$ cat src/dmg_pkg.sv
// Shared types and constants for the depth min/max to gray converter.
// No dependencies; every other file imports this package.
`timescale 1ns / 1ps
package dmg_pkg;

    localparam int DEPTH_W     = 16;
    localparam int GRAY_W      = 8;
    localparam int NUM_W       = DEPTH_W + GRAY_W;
    localparam int QUEUE_DEPTH = 2;
    localparam int QPTR_W      = $clog2(QUEUE_DEPTH);
    localparam int DIV_STEPS   = GRAY_W + 1;
    localparam int CNT_W       = $clog2(DIV_STEPS);

    localparam logic [DEPTH_W-1:0] DEPTH_MAX   = {DEPTH_W{1'b1}};
    localparam logic [DEPTH_W-1:0] DEPTH_ZERO  = '0;
    localparam logic [DEPTH_W-1:0] RANGE_RESET = DEPTH_W'(1);
    localparam logic [GRAY_W-1:0]  GRAY_MAX    = {GRAY_W{1'b1}};

    typedef struct packed {
        logic [DEPTH_W-1:0] diff;
        logic [DEPTH_W-1:0] range;
        logic               last;
    } t_job;

    typedef enum logic [1:0] {
        BK_IDLE,
        BK_RUN,
        BK_HOLD
    } t_back_state;

endpackage

$ cat src/dmg_if.sv
// Valid/ready stream interfaces for the sample input and the gray output.
// Depends on dmg_pkg for the field widths.
`timescale 1ns / 1ps
interface dmg_in_if;
    import dmg_pkg::*;
    logic               valid;
    logic               ready;
    logic               mode;
    logic [DEPTH_W-1:0] depth;
    logic               last;
    modport source (output valid, output mode, output depth, output last, input ready);
    modport sink (input valid, input mode, input depth, input last, output ready);
endinterface

interface dmg_out_if;
    import dmg_pkg::*;
    logic              valid;
    logic              ready;
    logic [GRAY_W-1:0] gray;
    logic              last_res;
    modport source (output valid, output gray, output last_res, input ready);
    modport sink (input valid, input gray, input last_res, output ready);
endinterface

$ cat src/depth_minmax_to_gray.sv
// Depth min/max normalization to gray. Measure samples are taken one per cycle
// while the job queue has room. A convert sample's gray byte comes from the
// bit-serial divider (load, nine quotient steps, then hand-off to the output
// register), which works on one job at a time while the queue holds more jobs.
// Synchronous active-low reset restores min 65535 and range 1 and empties
// the queue and the output register.
`timescale 1ns / 1ps
module depth_minmax_to_gray
    import dmg_pkg::*;
(
    input  logic      i_clk,
    input  logic      i_rst_n,
    dmg_in_if.sink    i_in,
    dmg_out_if.source o_out
);

    t_job w_push_job;
    t_job w_head_job;
    logic w_push;
    logic w_pop;
    logic w_full;
    logic w_empty;

    dmg_front u_front (
        .i_clk   (i_clk),
        .i_rst_n (i_rst_n),
        .i_in    (i_in),
        .i_full  (w_full),
        .o_push  (w_push),
        .o_job   (w_push_job)
    );

    dmg_queue u_queue (
        .i_clk   (i_clk),
        .i_rst_n (i_rst_n),
        .i_push  (w_push),
        .i_job   (w_push_job),
        .i_pop   (w_pop),
        .o_full  (w_full),
        .o_empty (w_empty),
        .o_job   (w_head_job)
    );

    dmg_back u_back (
        .i_clk   (i_clk),
        .i_rst_n (i_rst_n),
        .i_empty (w_empty),
        .i_job   (w_head_job),
        .o_pop   (w_pop),
        .o_out   (o_out)
    );

endmodule

$ cat src/dmg_front.sv
// Front end: accepts samples, tracks min/max in the measure pass and turns
// convert samples into division jobs. Depends on dmg_pkg and dmg_if.
`timescale 1ns / 1ps
module dmg_front
    import dmg_pkg::*;
(
    input  logic  i_clk,
    input  logic  i_rst_n,
    dmg_in_if.sink i_in,
    input  logic  i_full,
    output logic  o_push,
    output t_job  o_job
);

    logic [DEPTH_W-1:0] r_run_min, n_run_min;
    logic [DEPTH_W-1:0] r_run_max, n_run_max;
    logic [DEPTH_W-1:0] r_frame_min;
    logic [DEPTH_W-1:0] r_frame_range;
    logic [DEPTH_W-1:0] n_range;
    logic               w_xfer;
    logic               w_measure;
    logic               w_below;

    assign i_in.ready = !i_full;
    assign w_xfer     = i_in.valid && i_in.ready;
    assign w_measure  = w_xfer && !i_in.mode;

    always_comb begin
        n_run_min = r_run_min;
        n_run_max = r_run_max;
        if (i_in.depth != DEPTH_ZERO) begin
            if (i_in.depth < r_run_min) begin
                n_run_min = i_in.depth;
            end
            if (i_in.depth > r_run_max) begin
                n_run_max = i_in.depth;
            end
        end
        n_range = (n_run_max > n_run_min) ? (n_run_max - n_run_min) : RANGE_RESET;
    end

    always_ff @(posedge i_clk) begin
        if (!i_rst_n) begin
            r_run_min     <= DEPTH_MAX;
            r_run_max     <= DEPTH_ZERO;
            r_frame_min   <= DEPTH_MAX;
            r_frame_range <= RANGE_RESET;
        end else if (w_measure) begin
            if (i_in.last) begin
                r_frame_min   <= n_run_min;
                r_frame_range <= n_range;
                r_run_min     <= DEPTH_MAX;
                r_run_max     <= DEPTH_ZERO;
            end else begin
                r_run_min <= n_run_min;
                r_run_max <= n_run_max;
            end
        end
    end

    // A zero sample or one below the minimum yields a zero numerator.
    assign w_below     = (i_in.depth == DEPTH_ZERO) || (i_in.depth < r_frame_min);
    assign o_push      = w_xfer && i_in.mode;
    assign o_job.diff  = w_below ? DEPTH_ZERO : (i_in.depth - r_frame_min);
    assign o_job.range = r_frame_range;
    assign o_job.last  = i_in.last;

endmodule

$ cat src/dmg_queue.sv
// Short job queue between the front end and the divider.
// Depends on dmg_pkg for the job type and the queue depth.
`timescale 1ns / 1ps
module dmg_queue
    import dmg_pkg::*;
(
    input  logic i_clk,
    input  logic i_rst_n,
    input  logic i_push,
    input  t_job i_job,
    input  logic i_pop,
    output logic o_full,
    output logic o_empty,
    output t_job o_job
);

    t_job              r_mem [QUEUE_DEPTH];
    logic [QPTR_W-1:0] r_wr_ptr;
    logic [QPTR_W-1:0] r_rd_ptr;
    logic [QPTR_W:0]   r_count;

    assign o_full  = (r_count == (QPTR_W+1)'(QUEUE_DEPTH));
    assign o_empty = (r_count == '0);
    assign o_job   = r_mem[r_rd_ptr];

    always_ff @(posedge i_clk) begin
        if (i_push) begin
            r_mem[r_wr_ptr] <= i_job;
        end
    end

    always_ff @(posedge i_clk) begin
        if (!i_rst_n) begin
            r_wr_ptr <= '0;
            r_rd_ptr <= '0;
            r_count  <= '0;
        end else begin
            if (i_push) begin
                r_wr_ptr <= r_wr_ptr + QPTR_W'(1);
            end
            if (i_pop) begin
                r_rd_ptr <= r_rd_ptr + QPTR_W'(1);
            end
            if (i_push && !i_pop) begin
                r_count <= r_count + (QPTR_W+1)'(1);
            end else if (!i_push && i_pop) begin
                r_count <= r_count - (QPTR_W+1)'(1);
            end
        end
    end

endmodule

$ cat src/dmg_back.sv
// Back end: restoring divider that scales one job to a gray byte, one
// quotient bit per cycle, plus the output register. Depends on dmg_pkg, dmg_if.
`timescale 1ns / 1ps
module dmg_back
    import dmg_pkg::*;
(
    input  logic       i_clk,
    input  logic       i_rst_n,
    input  logic       i_empty,
    input  t_job       i_job,
    output logic       o_pop,
    dmg_out_if.source  o_out
);

    t_back_state          r_state, n_state;
    logic [NUM_W-1:0]     r_rem;
    logic [NUM_W-1:0]     r_div;
    logic [CNT_W-1:0]     r_cnt;
    logic [DIV_STEPS-1:0] r_quo;
    logic                 r_last;
    logic                 r_out_valid;
    logic [GRAY_W-1:0]    r_gray;
    logic                 r_out_last;
    logic                 w_load;
    logic                 w_step;
    logic                 w_out_load;
    logic                 w_out_free;
    logic                 w_ge;
    logic [NUM_W-1:0]     w_num;

    assign w_out_free = !r_out_valid || o_out.ready;
    assign w_ge       = (r_rem >= r_div);
    assign w_num      = {i_job.diff, GRAY_W'(0)} - {GRAY_W'(0), i_job.diff};

    always_comb begin
        n_state = r_state;
        unique case (r_state)
            BK_IDLE: begin
                if (!i_empty) begin
                    n_state = BK_RUN;
                end
            end
            BK_RUN: begin
                if (r_cnt == '0) begin
                    n_state = BK_HOLD;
                end
            end
            BK_HOLD: begin
                if (w_out_free) begin
                    n_state = BK_IDLE;
                end
            end
            default: n_state = BK_IDLE;
        endcase
    end

    always_comb begin
        w_load     = 1'b0;
        w_step     = 1'b0;
        w_out_load = 1'b0;
        unique case (r_state)
            BK_IDLE: w_load     = !i_empty;
            BK_RUN:  w_step     = 1'b1;
            BK_HOLD: w_out_load = w_out_free;
            default: ;
        endcase
    end

    assign o_pop = w_load;

    always_ff @(posedge i_clk) begin
        if (!i_rst_n) begin
            r_state <= BK_IDLE;
        end else begin
            r_state <= n_state;
        end
    end

    // The first step tests for a quotient of 256 or more, which saturates.
    always_ff @(posedge i_clk) begin
        if (w_load) begin
            r_rem  <= w_num;
            r_div  <= {i_job.range, GRAY_W'(0)};
            r_cnt  <= CNT_W'(DIV_STEPS - 1);
            r_quo  <= '0;
            r_last <= i_job.last;
        end else if (w_step) begin
            r_rem <= w_ge ? (r_rem - r_div) : r_rem;
            r_div <= r_div >> 1;
            r_cnt <= r_cnt - CNT_W'(1);
            r_quo <= {r_quo[DIV_STEPS-2:0], w_ge};
        end
    end

    always_ff @(posedge i_clk) begin
        if (!i_rst_n) begin
            r_out_valid <= 1'b0;
        end else if (w_out_load) begin
            r_out_valid <= 1'b1;
        end else if (o_out.ready) begin
            r_out_valid <= 1'b0;
        end
    end

    always_ff @(posedge i_clk) begin
        if (w_out_load) begin
            r_gray     <= r_quo[DIV_STEPS-1] ? GRAY_MAX : r_quo[GRAY_W-1:0];
            r_out_last <= r_last;
        end
    end

    assign o_out.valid    = r_out_valid;
    assign o_out.gray     = r_gray;
    assign o_out.last_res = r_out_last;

endmodule
$ cat src/flat_wrapper.sv
// flat-port wrapper written by rule: the top's interface ports become plain ports
module depth_minmax_to_gray_flat import dmg_pkg::*;
  (i_clk, i_rst_n, i_in_valid, i_in_mode, i_in_depth, i_in_last, i_in_ready, o_out_valid, o_out_gray, o_out_last_res, o_out_ready);
  dmg_in_if i_in_i ();
  dmg_out_if o_out_i ();
  input  logic i_clk;
  input  logic i_rst_n;
  input wire logic [$bits(i_in_i.valid)-1:0] i_in_valid;
  input wire logic [$bits(i_in_i.mode)-1:0] i_in_mode;
  input wire logic [$bits(i_in_i.depth)-1:0] i_in_depth;
  input wire logic [$bits(i_in_i.last)-1:0] i_in_last;
  output wire logic [$bits(i_in_i.ready)-1:0] i_in_ready;
  output wire logic [$bits(o_out_i.valid)-1:0] o_out_valid;
  output wire logic [$bits(o_out_i.gray)-1:0] o_out_gray;
  output wire logic [$bits(o_out_i.last_res)-1:0] o_out_last_res;
  input wire logic [$bits(o_out_i.ready)-1:0] o_out_ready;
  assign i_in_i.valid = i_in_valid;
  assign i_in_i.mode = i_in_mode;
  assign i_in_i.depth = i_in_depth;
  assign i_in_i.last = i_in_last;
  assign i_in_ready = i_in_i.ready;
  assign o_out_valid = o_out_i.valid;
  assign o_out_gray = o_out_i.gray;
  assign o_out_last_res = o_out_i.last_res;
  assign o_out_i.ready = o_out_ready;
  depth_minmax_to_gray u_core (.i_clk(i_clk), .i_rst_n(i_rst_n), .i_in(i_in_i), .o_out(o_out_i));
endmodule
$ cat config.mk
export PLATFORM = sky130hd
export DESIGN_NAME = depth_minmax_to_gray_flat
export DESIGN_NICKNAME = d
export VERILOG_FILES = /design/src/dmg_pkg.sv /design/src/dmg_if.sv /design/src/depth_minmax_to_gray.sv /design/src/dmg_front.sv /design/src/dmg_queue.sv /design/src/dmg_back.sv /design/src/flat_wrapper.sv
export SDC_FILE = /design/constraint.sdc
export NUM_CORES = 1
export LEC_CHECK = 0
export BUFFER_PORTS_ARGS = -buffer_cell sky130_fd_sc_hd__buf_2
export CAP_MARGIN = 30
export CORE_MARGIN = 3
export CORE_UTILIZATION = 35
export CTS_CLUSTER_SIZE = 16
export DETAILED_ROUTE_END_ITERATION = 8
export PLACE_DENSITY = 0.51
export SYNTH_ARGS = -nofsm -noshare
export SYNTH_HDL_FRONTEND = slang
export SYNTH_SLANG_ARGS = --single-unit
export TNS_END_PERCENT = 1
$ cat constraint.sdc
create_clock -name i_clk -period 13 [get_ports i_clk]
set_input_delay 0.65 -clock i_clk [delete_from_list [all_inputs] [get_ports i_clk]]
set_output_delay 0.65 -clock i_clk [all_outputs]
set_load 0.02 [all_outputs]
==> run_results.csv <==
group,metric,value,unit
run_status,status,"finished clean",
place,dp_hpwl,20800,um
routing,final_antenna_net_count,0,
synthesis,synth_nets,1315,
power_and_ir_drop,total_power,2910,uW
worst_setup_path,crit_required,13.41,ns
sta,worst_pin_slew,0.982,ns
clock_network,clock-sinks,209,
worst_setup_path,end_kind,"register",
floorplan,core_area,0.0337,mm^2
synthesis,synth_top_area_share,28.9,%
place,routabilityCongestion,0.827,
worst_setup_path,critPathKind,"register to register",
synthesis,ys_ff_latch,209,
sta,finalCriticalPeriod,4.92,ns
synthesis,syn-instance-count,1192,
cells_and_area,drive_gt1_share,10.7,%
clock_network,cts_hold_buf,0,
floorplan,initial_core_util,35.8,%
global_route,grt_pass1_wl,46400,um
power_and_ir_drop,cellLeakagePower,0.00557,uW
clock_network,tritoncts,"yes",
worst_setup_path,critPathMaxFanout,19,
global_route,grt_pass1_vias,8526,
routing,firstDrtPassIters,5,
place,place_area,0.0127,mm^2
worst_setup_path,rr_startpoint,"u_core.u_front.r_run_max[1]",
sta,rsz0062_at_grt,"no",
clock_network,cts_inserted_buffers,25,
synthesis,netlist_area,0.0120,mm^2
clock_network,clock_latency,0.53,ns
floorplan,die_x,192,um
routing,wl_per_cell,16.8,um
cells_and_area,fin_area,0.0135,mm^2
synthesis,yosys.area.top_type,"edfxtp_1",
synthesis,synthArstFlopShare,0,%
sta,clock_skew,0.0139,ns
floorplan,io_pins,33,
synthesis,synth.distinct_cells,70,
synthesis,synth_commonest_cells,"edfxtp_1 (116), inv_1 (102), ha_1 (98), dfxtp_1 (93), nand2_1 (89)",
power_and_ir_drop,ir_drop,0.136,mV
sta,timing.fmax,203,MHz
clock_network,clkTransAtPathRegs,0.06,ns
worst_setup_path,cp.arrival,5.34,ns
worst_setup_path,worstRegToRegCells,19,
hold_path,worst_hold_path.num_cells,0,
synthesis,ys_warn_count,0,
synthesis,synth_area_leaders,"edfxtp_1 (29%), dfxtp_1 (15%), ha_1 (10%), mux2i_1 (3.7%), xnor2_1 (3.3%)",
worst_setup_path,worstReg2RegEnd,"u_core.u_front.r_frame_range[15]",
synthesis,synth_edf_count,116,
sta,period_share,37.9,%
clock_network,cts_root_buf,"clkbuf_16",
global_route,antenna_found_initial,0,
place,place.port_buffers,32,
clock_network,post-cts-setup-buffer-count,0,
floorplan,die_area,0.0367,mm^2
synthesis,yosysMostFrequentCell,"edfxtp_1",
cells_and_area,area_growth,12.2,%
synthesis,ys.flop_type,"edfxtp_1",
routing,drc,0,
worst_setup_path,rrSetupSlack,8.08,ns
routing,wirelength,28400,um
sta,maxSlewHeadroom,34.6,%
cells_and_area,antenna_cells,0,
hold_path,min_path_type,"register to register",
sta,fin_setup_tns,0,ns
clock_network,cts_max_path_buffers,3,
sta,hold_viol,0,
worst_setup_path,start_kind,"register",
sta,setup_violations,0,
routing,viasPerCell,5.14,
routing,drtIter0Drc,405,
clock_network,h-tree-depth,1,
sta,slew_viol_final,0,
clock_network,ctsResizeCount,0,
flow_run,max-cap-violations,0,
synthesis,avgSynthCellArea,10.1,um^2
synthesis,ys_seq_area_share,44.4,%
floorplan,die_y,192,um
global_route,grt_overflow_total,0,
routing,vias,8700,
global_route,grt_max_degree,47,
hold_path,min_to,"u_core.u_back.o_out.last_res",
floorplan,placementRows,67,
power_and_ir_drop,powerDensity,216,mW/mm^2
hold_path,hold_start,"u_core.u_back.r_last",
global_route,grt_util_all_layers,15.6,%
cells_and_area,final_nets,1348,
## critical path, cell delays in order, from the launching register on
cell and delay (ns):
dfxtp_1 0.36, inv_1 0.06, ha_1 0.28, nor2b_1 0.13, o21a_1 0.16, o21ai_1 0.12, a21oi_1 0.09, o31a_1 0.28
o21ai_2 0.76, mux2_2 0.45, ha_1 0.34, nor2b_1 0.14, o21ai_0 0.11, a21boi_0 0.25, o21ai_0 0.18, a211oi_1 0.32
o21ai_0 0.17, a211o_1 0.30, xnor2_1 0.13, a22o_1 0.19
## cells in the final DEF, fill, tap and decap left out, types with 18 or more instances in the layout
cell type and instances:
inv_1 102, xor2_1 24, nor2b_1 30, a21oi_1 78, nand2_1 89, xnor2_1 45
o22ai_1 18, dfxtp_1 92, o211ai_1 20, mux2i_1 44, nor2_1 70, clkbuf_16 25
nor3_1 28, o21ai_0 33, a22oi_1 31, a21o_1 38, mux2_2 23, buf_2 32
ha_1 98, edfxtp_1 116
## layout make-up
type	instances	area (um^2)
clock buffer	29	651
tap	448	561
multi-input combinational	842	6170
sequential	209	5350
timing repair buffer	44	258
inverter	103	387
clock inverter	17	149
fill	3318	20200
## stage by stage
step	utilization (%)	setup slack [ns]	std cells	hold slack, ns
global route	40.1	7.67	1692	0.449
detailed placement	37.7	7.62	1646	0.413
finish	40.1	8.08	1692	0.423
global placement	37.7	7.35	1643	0.402
floorplan	-	8.54	1192	0.400
CTS	40.1	8.05	1692	0.423
## metal layers
layer  share of wire (%)  up-vias  wire length (um)  track usage [%]
met2                  46      157             13200             26.2
met5                   0        -                 0                0
met1                  48     4123             13600             21.5
li1                    -     4378                 -                -
met4                 2.2        0               624             3.47
met3                 3.6       42              1020             2.11
## where the power goes
part	switching [uW]	internal [uW]
combinational	780	516
clock	279	399
sequential	47.5	892
## state kept, by name (all words and copies together), names as in the netlist, 9 cells and up, named ones only
register,cells
u_core.u_back.r_quo,9
u_core.u_back.r_rem,24
u_core.u_front.r_frame_range,16
u_core.u_front.r_frame_min,16
u_core.u_queue.r_mem,66
u_core.u_front.r_run_max,16
u_core.u_front.r_run_min,16
u_core.u_back.r_div,24
## cells by family after synthesis
group	synth area share (%)
muxes	5.92
adders and majority gates	10.7
xor gates and xnor gates	5.02
AOI/OAI and AO/OA	17.3
buffers and inverters	4.63
and+or+nand+nor	12.1
DFF	44.4
## worst max-delay path by stage
| stage | from | endpoint | slack [ns] | cells past startpoint |
|---|---|---|---|---|
| after CTS | u_core.u_front.r_run_max[1] | u_core.u_front.r_frame_range[15] | 8.05 | 19 |
| after detailed placement | i_in_depth[1] | u_core.u_front.r_frame_range[15] | 7.62 | 19 |
| final | u_core.u_front.r_run_max[1] | u_core.u_front.r_frame_range[15] | 8.08 | 19 |
| after global routing | u_core.u_front.r_run_max[1] | u_core.u_front.r_frame_range[15] | 7.67 | 19 |
| after global placement | i_in_depth[1] | u_core.u_front.r_frame_range[0] | 7.35 | 20 |
| after floorplan | i_in_depth[1] | u_core.u_front.r_frame_range[14] | 8.54 | 19 |
No activity file was read; power rests on OpenSTA's default activity.
